## src/sv/prf_pkg.sv

```systemverilog
// Shared types, constants and helpers for the pulse region finder.
`default_nettype none

package prf_pkg;

    localparam int TICK_OUT_W = 14;
    localparam int CNT_W      = 2;
    localparam int THR_W      = 15;
    localparam int FIFO_DEPTH = 4;
    localparam int PTR_W      = $clog2(FIFO_DEPTH);

    localparam logic [CNT_W-1:0] CNT_SINGLE = CNT_W'(1);
    localparam logic [CNT_W-1:0] CNT_MERGED = CNT_W'(2);

    typedef struct packed {
        logic [TICK_OUT_W-1:0] begin_tick;
        logic [TICK_OUT_W-1:0] finish_tick;
        logic [TICK_OUT_W-1:0] first_peak_tick;
        logic [TICK_OUT_W-1:0] second_peak_tick;
        logic [CNT_W-1:0]      peak_count;
        logic                  last_of_run;
    } t_record;

    // up to two records produced by one sample, in order
    typedef struct packed {
        logic    v0;
        logic    v1;
        t_record r0;
        t_record r1;
    } t_push;

    function automatic t_record make_rec(
        input logic [TICK_OUT_W-1:0] s,
        input logic [TICK_OUT_W-1:0] e,
        input logic [TICK_OUT_W-1:0] p1,
        input logic [TICK_OUT_W-1:0] p2,
        input logic [CNT_W-1:0]      cnt
    );
        t_record r;
        r.begin_tick       = s;
        r.finish_tick      = e;
        r.first_peak_tick  = p1;
        r.second_peak_tick = p2;
        r.peak_count       = cnt;
        r.last_of_run      = 1'b0;
        return r;
    endfunction

    function automatic t_push push_rec(input t_push p, input t_record r);
        t_push q;
        q = p;
        if (!q.v0) begin
            q.v0 = 1'b1;
            q.r0 = r;
        end else begin
            q.v1 = 1'b1;
            q.r1 = r;
        end
        return q;
    endfunction

endpackage

`default_nettype wire

```

## src/sv/prf_core.sv

```systemverilog
// Window check, pulse open/close/merge state and record generation.
`default_nettype none

module prf_core #(
    parameter int MAX_TICKS   = 16384,
    parameter int SAMPLE_BITS = 16
) (
    input  wire logic                         i_clk,
    input  wire logic                         i_rst_n,
    input  wire logic                         i_cfg_we,
    input  wire logic [prf_pkg::THR_W-1:0]    i_cfg_wdata,
    input  wire logic                         i_adv,
    input  wire logic signed [SAMPLE_BITS-1:0] i_sample,
    input  wire logic                         i_last,
    output prf_pkg::t_push                    o_push
);
    import prf_pkg::*;

    localparam int TW = $clog2(MAX_TICKS);
    localparam int CW = SAMPLE_BITS + 17;
    localparam logic [TW-1:0] TICK_MAX = TW'(MAX_TICKS - 1);

    function automatic logic [TICK_OUT_W-1:0] tick_out(input logic [TW-1:0] t);
        logic [TW+TICK_OUT_W-1:0] ext;
        ext = {{TICK_OUT_W{1'b0}}, t};
        return ext[TICK_OUT_W-1:0];
    endfunction

    logic [THR_W-1:0]              r_thr;
    logic signed [SAMPLE_BITS-1:0] r_w0, r_w1, r_pes, n_pes;
    logic [TW-1:0]                 r_tick, n_tick;
    logic                          r_open, n_open;
    logic [TW-1:0]                 r_held, n_held;
    logic [TW-1:0]                 r_os, n_os, r_op, n_op;
    logic [TW-1:0]                 r_ps, n_ps, r_pe, n_pe, r_pp, n_pp;
    logic                          r_pv, n_pv, r_pm, n_pm;

    logic signed [CW-1:0] xa, xb, xx, xthr, xes2;
    logic [TW-1:0]        c;
    logic                 has_win, is_min, is_max, merge_ok;
    t_push                psh;

    always_comb begin
        xa      = CW'(r_w0);
        xb      = CW'(r_w1);
        xx      = CW'(i_sample);
        xthr    = {{(CW-THR_W){1'b0}}, r_thr};
        xes2    = CW'(r_pes) <<< 1;
        c       = r_tick - TW'(1);
        has_win = (r_tick > TW'(1));
        is_min  = (xb < xa) && (xb < xx);
        is_max  = (xb > xa) && (xb > xx) && (xb > xthr);
        merge_ok = ({1'b0, r_held} < ({1'b0, r_pe} + (TW+1)'(2))) && (xes2 > xthr);
    end

    always_comb begin
        n_open = r_open;
        n_held = r_held;
        n_os   = r_os;
        n_op   = r_op;
        n_ps   = r_ps;
        n_pe   = r_pe;
        n_pp   = r_pp;
        n_pes  = r_pes;
        n_pv   = r_pv;
        n_pm   = r_pm;
        psh    = '0;

        if (has_win) begin
            if (is_min) begin
                if (r_open) begin
                    n_open = 1'b0;
                    if (r_pv && r_pm) begin
                        psh  = push_rec(psh, make_rec(tick_out(r_ps), tick_out(c),
                                        tick_out(r_pp), tick_out(r_op), CNT_MERGED));
                        n_pv = 1'b0;
                        n_pm = 1'b0;
                    end else begin
                        n_pv  = 1'b1;
                        n_pm  = 1'b0;
                        n_ps  = r_os;
                        n_pe  = c;
                        n_pp  = r_op;
                        n_pes = r_w1;
                    end
                    n_held = r_tick;
                end else begin
                    n_held = c;
                end
            end else if (is_max && !r_open) begin
                if (r_pv && !r_pm) begin
                    if (merge_ok) begin
                        n_pm = 1'b1;
                    end else begin
                        psh  = push_rec(psh, make_rec(tick_out(r_ps), tick_out(r_pe),
                                        tick_out(r_pp), '0, CNT_SINGLE));
                        n_pv = 1'b0;
                    end
                end
                n_open = 1'b1;
                n_os   = r_held;
                n_op   = c;
            end
        end

        // end of wire: close the open pulse, flush the pending one
        if (i_last) begin
            if (n_open) begin
                if (n_pv && n_pm) begin
                    psh  = push_rec(psh, make_rec(tick_out(n_ps), tick_out(r_tick),
                                    tick_out(n_pp), tick_out(n_op), CNT_MERGED));
                    n_pv = 1'b0;
                end else begin
                    n_pv = 1'b1;
                    n_ps = n_os;
                    n_pe = r_tick;
                    n_pp = n_op;
                end
            end
            if (n_pv) begin
                psh = push_rec(psh, make_rec(tick_out(n_ps), tick_out(n_pe),
                                tick_out(n_pp), '0, CNT_SINGLE));
            end
        end

        if (psh.v1) begin
            psh.r1.last_of_run = 1'b1;
        end else if (psh.v0) begin
            psh.r0.last_of_run = 1'b1;
        end

        n_tick = (r_tick < TICK_MAX) ? r_tick + TW'(1) : r_tick;
    end

    always_comb begin
        o_push    = psh;
        o_push.v0 = psh.v0 & i_adv;
        o_push.v1 = psh.v1 & i_adv;
    end

    always_ff @(posedge i_clk) begin
        if (!i_rst_n) begin
            r_thr <= '0;
        end else if (i_cfg_we) begin
            r_thr <= i_cfg_wdata;
        end
    end

    always_ff @(posedge i_clk) begin
        if (!i_rst_n || (i_adv && i_last)) begin
            r_w0   <= '0;
            r_w1   <= '0;
            r_tick <= '0;
            r_open <= 1'b0;
            r_held <= '0;
            r_os   <= '0;
            r_op   <= '0;
            r_ps   <= '0;
            r_pe   <= '0;
            r_pp   <= '0;
            r_pes  <= '0;
            r_pv   <= 1'b0;
            r_pm   <= 1'b0;
        end else if (i_adv) begin
            r_w0   <= r_w1;
            r_w1   <= i_sample;
            r_tick <= n_tick;
            r_open <= n_open;
            r_held <= n_held;
            r_os   <= n_os;
            r_op   <= n_op;
            r_ps   <= n_ps;
            r_pe   <= n_pe;
            r_pp   <= n_pp;
            r_pes  <= n_pes;
            r_pv   <= n_pv;
            r_pm   <= n_pm;
        end
    end

endmodule

`default_nettype wire

```

## src/sv/prf_fifo.sv

```systemverilog
// Result queue: takes up to two records a cycle, delivers one a beat.
`default_nettype none

module prf_fifo (
    input  wire logic             i_clk,
    input  wire logic             i_rst_n,
    input  wire prf_pkg::t_push   i_push,
    output logic                  o_room,
    output logic                  o_valid,
    input  wire logic             i_stall,
    output prf_pkg::t_record      o_rec
);
    import prf_pkg::*;

    t_record            r_mem [FIFO_DEPTH];
    logic [PTR_W-1:0]   r_wr, r_rd;
    logic [PTR_W:0]     r_cnt;
    logic [PTR_W-1:0]   wr_nxt;
    logic               pop;
    logic [PTR_W:0]     n_push;

    assign wr_nxt  = r_wr + PTR_W'(1);
    assign o_valid = (r_cnt != '0);
    assign o_rec   = r_mem[r_rd];
    assign pop     = o_valid && !i_stall;
    assign o_room  = (r_cnt <= (PTR_W+1)'(FIFO_DEPTH - 2));
    assign n_push  = (PTR_W+1)'(i_push.v0) + (PTR_W+1)'(i_push.v1);

    always_ff @(posedge i_clk) begin
        if (i_push.v0) begin
            r_mem[r_wr] <= i_push.r0;
        end
        if (i_push.v1) begin
            r_mem[wr_nxt] <= i_push.r1;
        end
    end

    always_ff @(posedge i_clk) begin
        if (!i_rst_n) begin
            r_wr  <= '0;
            r_rd  <= '0;
            r_cnt <= '0;
        end else begin
            r_wr  <= r_wr + n_push[PTR_W-1:0];
            r_rd  <= r_rd + PTR_W'(pop);
            r_cnt <= r_cnt + n_push - (PTR_W+1)'(pop);
        end
    end

endmodule

`default_nettype wire

```

## src/sv/pulse_region_finder.sv

```systemverilog
// Pulse region finder: input register, pulse logic and result queue.
//
// Input channel (i_valid / o_stall): one signed sample of a wire per beat,
// with i_last_sample on the final sample of the wire. Output channel
// (o_valid / i_stall): one pulse record per beat; o_last_of_run marks the
// last record caused by a given sample. A sample causes zero, one or two
// records.
// A sample is taken into the input register when accepted; the pulse logic
// works on it combinationally and writes its records into the result queue
// at an edge where the queue has room; the queue head drives the outputs.
// Throughput is one sample per clock while the receiver takes records as
// fast as they come; the four-entry result queue sets the limit: a sample
// moves on only while the queue has room for two records, else o_stall rises.
// A stalled receiver fills the queue and then holds off the input; the
// record at the head stays unchanged while stalled.
// Synchronous reset clears the threshold to zero, the wire state and the
// queue. i_cfg_we writes the threshold; write it only while idle. After the
// final sample of a wire the wire state returns to reset by itself.
`default_nettype none

module pulse_region_finder #(
    parameter int MAX_TICKS   = 16384,
    parameter int SAMPLE_BITS = 16
) (
    input  wire logic                           i_clk,
    input  wire logic                           i_rst_n,
    input  wire logic                           i_valid,
    output logic                                o_stall,
    input  wire logic signed [SAMPLE_BITS-1:0]  i_sample,
    input  wire logic                           i_last_sample,
    input  wire logic                           i_cfg_we,
    input  wire logic [prf_pkg::THR_W-1:0]      i_cfg_wdata,
    output logic                                o_valid,
    input  wire logic                           i_stall,
    output logic [prf_pkg::TICK_OUT_W-1:0]      o_begin_tick,
    output logic [prf_pkg::TICK_OUT_W-1:0]      o_finish_tick,
    output logic [prf_pkg::TICK_OUT_W-1:0]      o_first_peak_tick,
    output logic [prf_pkg::TICK_OUT_W-1:0]      o_second_peak_tick,
    output logic [prf_pkg::CNT_W-1:0]           o_peak_count,
    output logic                                o_last_of_run
);
    import prf_pkg::*;

    logic                          r_in_valid;
    logic signed [SAMPLE_BITS-1:0] r_in_sample;
    logic                          r_in_last;
    logic                          room, adv, accept;
    t_push                         push;
    t_record                       rec;

    assign adv     = r_in_valid && room;
    assign o_stall = r_in_valid && !room;
    assign accept  = i_valid && !o_stall;

    always_ff @(posedge i_clk) begin
        if (!i_rst_n) begin
            r_in_valid <= 1'b0;
        end else if (accept) begin
            r_in_valid <= 1'b1;
        end else if (adv) begin
            r_in_valid <= 1'b0;
        end
    end

    always_ff @(posedge i_clk) begin
        if (accept) begin
            r_in_sample <= i_sample;
            r_in_last   <= i_last_sample;
        end
    end

    prf_core #(
        .MAX_TICKS   (MAX_TICKS),
        .SAMPLE_BITS (SAMPLE_BITS)
    ) u_core (
        .i_clk       (i_clk),
        .i_rst_n     (i_rst_n),
        .i_cfg_we    (i_cfg_we),
        .i_cfg_wdata (i_cfg_wdata),
        .i_adv       (adv),
        .i_sample    (r_in_sample),
        .i_last      (r_in_last),
        .o_push      (push)
    );

    prf_fifo u_fifo (
        .i_clk   (i_clk),
        .i_rst_n (i_rst_n),
        .i_push  (push),
        .o_room  (room),
        .o_valid (o_valid),
        .i_stall (i_stall),
        .o_rec   (rec)
    );

    assign o_begin_tick       = rec.begin_tick;
    assign o_finish_tick      = rec.finish_tick;
    assign o_first_peak_tick  = rec.first_peak_tick;
    assign o_second_peak_tick = rec.second_peak_tick;
    assign o_peak_count       = rec.peak_count;
    assign o_last_of_run      = rec.last_of_run;

endmodule

`default_nettype wire

```

## config.mk

```make
export PLATFORM = sky130hd
export DESIGN_NAME = pulse_region_finder
export DESIGN_NICKNAME = d
export VERILOG_FILES = /design/src/sv/prf_pkg.sv /design/src/sv/prf_core.sv /design/src/sv/prf_fifo.sv /design/src/sv/pulse_region_finder.sv
export SDC_FILE = /design/constraint.sdc
export NUM_CORES = 1
export LEC_CHECK = 0
export ABC_AREA = 1
export ABC_CLOCK_PERIOD_IN_PS = 7310
export BUFFER_PORTS_ARGS = -buffer_cell sky130_fd_sc_hd__buf_2
export CORE_MARGIN = 5
export CORE_UTILIZATION = 55
export DETAILED_ROUTE_END_ITERATION = 16
export PLACE_DENSITY = 0.71
export SETUP_SLACK_MARGIN = 0.4
export SLEW_MARGIN = 20
export SYNTH_ARGS = -nofsm -noshare
export SYNTH_HDL_FRONTEND = slang
export SYNTH_SLANG_ARGS = --single-unit
```

## constraint.sdc

```tcl
create_clock -name i_clk -period 7.31 [get_ports i_clk]
set_clock_uncertainty 0.05 [all_clocks]
set_input_delay 1.462 -clock i_clk [delete_from_list [all_inputs] [get_ports i_clk]]
set_output_delay 1.462 -clock i_clk [all_outputs]
set_load 0.05 [all_outputs]
```

* After elaboration in Yosys (flattened, before gate mapping)
Memory sizes are Yosys's and may differ from the RTL's. A register that Yosys moved wholly into a read port is not among the register bits.
Cells that the tools add are included.
** Word-level totals
- Flip-flop bits (word level) :: 189
- Bits in writable memories :: 236
- Output and inout bits :: 61
- Memories :: 1
** Cells by class
- Add/sub/neg operators :: 9
- Order comparisons :: 10
- Muxes and demuxes :: 76
- Bitwise gates (word level) :: 3
- Reduce and logical (&&, ||, !) cells :: 25
** Memory list
- u_fifo.r_mem :: words 4, bits a word 59, read ports 1, clocked after Yosys merged registers in 1, wr ports 2, RTL line prf_fifo.sv:15 : t_record r_mem [FIFO_DEPTH];
** Operators by type and width (number)
- two-way mux 120 bit :: 12
- two-way mux 14 bit :: 28
- two-way mux 59 bit :: 4
- > comparator 16 bit :: 3
- < comparator 16 bit :: 2
- two-way mux 1 bit :: 31
- > comparator 17 x 16 -> 1 bit :: 1
- adder 14 x 2 -> 15 bit, second input constant :: 1
- < comparator 14 x 15 -> 1 bit :: 1
- adder 14 x 1 -> 14 bit, second input constant :: 1
- > comparator 14 x 1 -> 1 bit, second input constant :: 1
- < comparator 14 bit, second input constant :: 1
- subtractor 14 x 1 -> 14 bit, second input constant :: 1
- logical AND 1 bit :: 13
- zero test 1 bit :: 6
- AND reduction 5 bit :: 1
- adder 3 bit :: 1
- less-or-equal comparator 3 x 2 -> 1 bit, second input constant :: 1
- AND reduction 3 bit :: 1
- nonzero test 3 bit :: 1
- subtractor 3 x 1 -> 3 bit :: 1
- adder 1 x 1 -> 2 bit :: 1
- adder 2 x 1 -> 2 bit :: 1
- adder 2 x 1 -> 2 bit, second input constant :: 1
- 7 further kinds :: 8

* Longest topological paths before layout
- Depth in word-level cells :: 19
- Gate-level depth with buffers :: 31
- Gate-level depth less buffers :: 31

* By module
Synthesis repeated with hierarchy kept, for this count alone.
** Second synthesis, totals
- Cell total of the unflattened synthesis :: 3295
- Area, all modules :: 24870.1 um^2
** Modules (own cells, without submodules)
- prf_core :: instances 1, cells an instance 2054, area an instance 12588.3 um^2, sequential area each 3283.1 um^2
- prf_fifo :: instances 1, cells an instance 1214, area an instance 11711.2 um^2, sequential area each 7226.9 um^2
- pulse_region_finder :: instances 1, cells an instance 27, area an instance 570.5 um^2, sequential area each 530.5 um^2

* Least setup slack after synthesis
Ideal clock, no wire load.
- Kind :: register to register
- Start :: reg u_core.r_pe[1]
- End :: mem u_fifo.r_mem[2][0] (netlist name), enable pin
- Setup time :: 0.483 ns
- Arrival :: 5.482 ns
- Data required time :: 6.777 ns
- Setup slack :: 1.295 ns
- Cell stages (with the launch flop) :: 24
- Path buffers :: 0
- Path through :: dfxtp_1 ha_1 nand2_1 nor2_1 nand2_1 nor4_1 nand3_1 xor2_1 ha_1 inv_1 o21bai_1 nand2_1 nand2_1 nor2_1 a21oi_1 nand3_1 nand2_1 nand2_2 nand2_1 nand2_1 nand2_1 nand2_1 nand2_1 o21ai_1
** RTL lines
- start: declaration :: RTL line prf_core.sv:35 : logic [TW-1:0] r_ps, n_ps, r_pe, n_pe, r_pp, n_pp;
- start signal: assignment :: RTL line prf_core.sv:173 : r_pe <= n_pe;
- end: declaration :: RTL line prf_fifo.sv:15

==> summary.md <==
| Metric | Value |
|---|---|
| Critical Path Source | u_core.r_pe[1] |
| Status | finished clean |
| Number of diodes | 0 |
| Clk buf depth | 3 |
| Starting DRT DRC Count | between 2000 and 3000 |
| CTS Hold Bufs | 0 |
| Hold Violations, Final | 0 |
| Largest net degree at the start of global routing | between 90 and 100 |
| Peak VDD IR | roughly 0.24 mV |
| Clock-pin transition on the worst setup and hold timing paths | about 0.060 ns |
| Critical Path Source Type | flop |
| Footprint of the multi-input gates | between 10000 and 15000 um2 |
| Area grow syn2layout | 8.837% |
| Final Core Density | between 60% and 70% |
| Avg Cell Area, Syn | around 7.5 um2 |
| Fin area | 27200 um2 |
| Worst hold-check path type | flop to flop |
| Vias/cell | around 6.0 |
| Unrepaired setup endpoints after global routing | no |
| Port Buf Inserts | between 90 and 100 |
| Count of cell types in the netlist | 50 |
| Sink Count | about 430 |
| Vias in the first global route | around 22000 |
| Worst-Skew Late Latency | 0.60 ns |
| DR WL/cell | approximately 20 um |
| Worst EP arrival | ~6 ns |
| Register area | approximately 11000 um2 |
| Drt first pass iters | 7 |
| Post-Route WL | around 80000 um |
| Hold path startpoint | u_core.r_w0[1] |
| Crit-path max FO | 81 |
| Via count | 23670 |
| Yosys warning total | 0 |
| Max_cap viols | 0 |
| Flops & latches, synth | between 400 and 500 |
| DRC | 0 |
| Fraction of registers with async set/reset | 0% |
| Setup bufs post-CTS | 0 |
| Cts bufs inserted | 47 |
| Placed standard-cell area | around 26000 um2 |
| Main synth FF type | edfxtp_1 |
| Synth Net Count | between 3000 and 4000 |
| Die X | 223.2 um |
| Worst Reg-to-Reg Cells | 26 |
| Final Setup Violations | 0 |
| First-pass GRT wire length | 123800 um |
| Die Ht | 223.2 um |
| Reg-to-Reg Start | u_core.r_pe[1] |
| GRT Residual Overflow | 0 |
| Worst-margin pin slew | 1.099 ns |
| Share of cells above drive strength 1 | about 8.3% |
| Tmin final | 5.674 ns |
| Pins Over Slew Limit | 0 |
| Initial antenna violation count | 2 |
| Placer congestion estimate | between 0.9 and 1 |
| Slew headroom | 26.63% |
| Post-synthesis cell area | roughly 25000 um2 |
| Core area | about 45000 um2 |
| Ports | between 90 and 100 |
| Seq/Total Area, Yosys | between 40 and 50% |
| Die area | 49800 um2 |
| Row cnt | 78 |
| Htree depth | 2 |
| P_leak | 0.01198 uW |
| PD cells | between 300 and 400 nW/um2 |
| Nets@finish | about 3400 |
| CTS tree | yes |
| Post-CTS Resized | 0 |
| Post-Syn Instances | 3348 |
| Setup TNS Final | 0 ns |
| Antenna-violating nets left | 0 |
| EDFF count, synth | about 250 |
| Fillcell total | between 4000 and 5000 |
| Clock root buffer master | clkbuf_16 |
| CP Capture Type | flop |
| Total GRT Usage | 31.04% |
| Critical path class | flop to flop |
| DPL Wire Length | just over 50000 um |
| Fin crit share | between 70% and 80% |
| Initial Util | 55.30% |
| Hold path depth | 2 |
| CP required | between 7 and 8 ns |
| Max frequency | ~180 MHz |
-- final timing paths --
kind	to	slack (ns)
max	u_fifo.r_mem[3][43]	1.64
min	u_core.r_w0[1]	0.41
max reg2reg	u_fifo.r_mem[3][43]	1.64
min reg2reg	u_core.r_w0[1]	0.41
-- synthesized netlist by cell type, types with 5 or more instances --
library cell | number | area [um2]
nand2_1 | 1073 | 4028
o21ai_0 | 307 | 1536
inv_1 | 263 | 987.2
edfxtp_1 | 253 | 7597
nor2_1 | 213 | 799.5
nand3_1 | 210 | 1051
dfxtp_1 | 172 | 3443
clkbuf_1 | 148 | 555.5
a21oi_1 | 123 | 615.6
o22ai_1 | 96 | 600.6
nand4_1 | 85 | 531.8
ha_1 | 84 | 1051
buf_2 | 42 | 210.2
a31oi_1 | 39 | 244.0
o211ai_1 | 28 | 210.2
o21ai_1 | 27 | 135.1
buf_1 | 23 | 86.33
xor2_1 | 22 | 192.7
o32ai_1 | 20 | 175.2
inv_2 | 14 | 52.55
nor2_4 | 11 | 123.9
or2_2 | 11 | 68.82
buf_4 | 8 | 60.06
nand2_2 | 8 | 50.05
nor3_1 | 7 | 35.03
o21bai_1 | 6 | 45.04
buf_6 | 5 | 56.30
clkinv_1 | 5 | 18.77
nand2_4 | 5 | 56.30
-- through the flow --
step | setup slack (ns) | hold slack (ns) | power (uW) | cells
floorplan | 1.295 | 0.3910 | 5404 | 3348
global placement | 1.901 | 0.3986 | 6168 | 3853
detailed placement | 1.807 | 0.4045 | 6233 | 3853
CTS | 1.795 | 0.4131 | 8711 | 3940
global route | 1.249 | 0.4277 | 9179 | 3940
finish | 1.636 | 0.4096 | 8734 | 3940
-- flip-flops by register name (all words and copies together), names as in the netlist, 3 cells and up --
name           count
r_in_sample       16
u_core.r_held     14
u_core.r_op       14
u_core.r_os       14
u_core.r_pe       14
u_core.r_pes      16
u_core.r_pp       14
u_core.r_ps       14
u_core.r_thr      15
u_core.r_tick     14
u_core.r_w0       16
u_core.r_w1       16
u_fifo.r_cnt       3
u_fifo.r_mem     236
-- cell type report --
| cell class | instances | share of cell area [%] |
|---|---|---|
| inverters | 282 | 3.910 |
| repair buffers | 131 | 2.769 |
| well taps | 600 | 2.760 |
| multi-input cells | 2415 | 44.05 |
| flip-flops and latches | 425 | 40.61 |
| clock buffers | 66 | 5.001 |
| clock inverters | 21 | 0.8971 |
-- where the power goes --
| group | internal [uW] | switching [uW] | total, uW |
|---|---|---|---|
| combinational | 790 | 2530 | 3320 |
| sequential | 2770 | 151 | 2920 |
| clock | 1480 | 1010 | 2490 |
| total | 5040 | 3700 | 8730 |
-- worst max-delay path, cell delays in order, from the launching register on --
cell      delay [ns]
dfxtp_1         0.45
ha_1            0.23
nand2_1         0.11
nor2_1          0.22
nand2_1         0.12
nor4_1          0.33
nand3_1         0.14
xor2_1          0.17
ha_1            0.31
inv_1           0.06
o21bai_1        0.06
nand2_1         0.06
nand2_1         0.04
nor2_1          0.19
a21oi_1         0.14
nand3_1         0.11
nand2_1         0.09
nand2_2         0.14
nand3_4         0.54
nand2_4         0.96
nand2_1         0.11
nand3_1         0.24
nand2_1         0.08
nand2_1         0.08
nand2_1         0.16
nand2_1         0.10
nand2_1         0.08
-- per-layer routing --
layer	GRT usage (%)	share of wire (%)	vias up
met4	9.526	2.9	2
met3	7.224	11	166
met5	0	0.016	-
met2	47.99	45	1305
met1	43.68	41	11020
li1	-	-	11180
-- cells by family after synthesis --
family	Yosys count	synth area share, %
AO/OA/AOI/OAI	665	14.90
buffers and inverters	508	8.111
flip-flops	425	44.18
adder cells (fa/ha/maj)	85	4.286
XOR/XNOR	25	0.8762
AND/OR/NAND/NOR	1640	27.65
-- cells in the final DEF (no fill, tap or decap), types with 9 or more instances in the layout --
cell type and instances:
nand4_1 85, nor2_4 11, o32ai_1 20, clkbuf_16 49, buf_2 97, dfxtp_1 170
clkinv_2 13, a31oi_1 39, o21ai_0 307, or2_2 11, inv_1 262, edfxtp_1 253
o21ai_1 23, xor2_1 22, nand3_1 209, clkbuf_1 10, inv_2 13, buf_4 33
ha_1 84, nand2_1 1072, a21oi_1 123, nand2_2 9, o211ai_1 28, nor2_1 213
o22ai_1 96
Power figures use the tool's default switching activity.
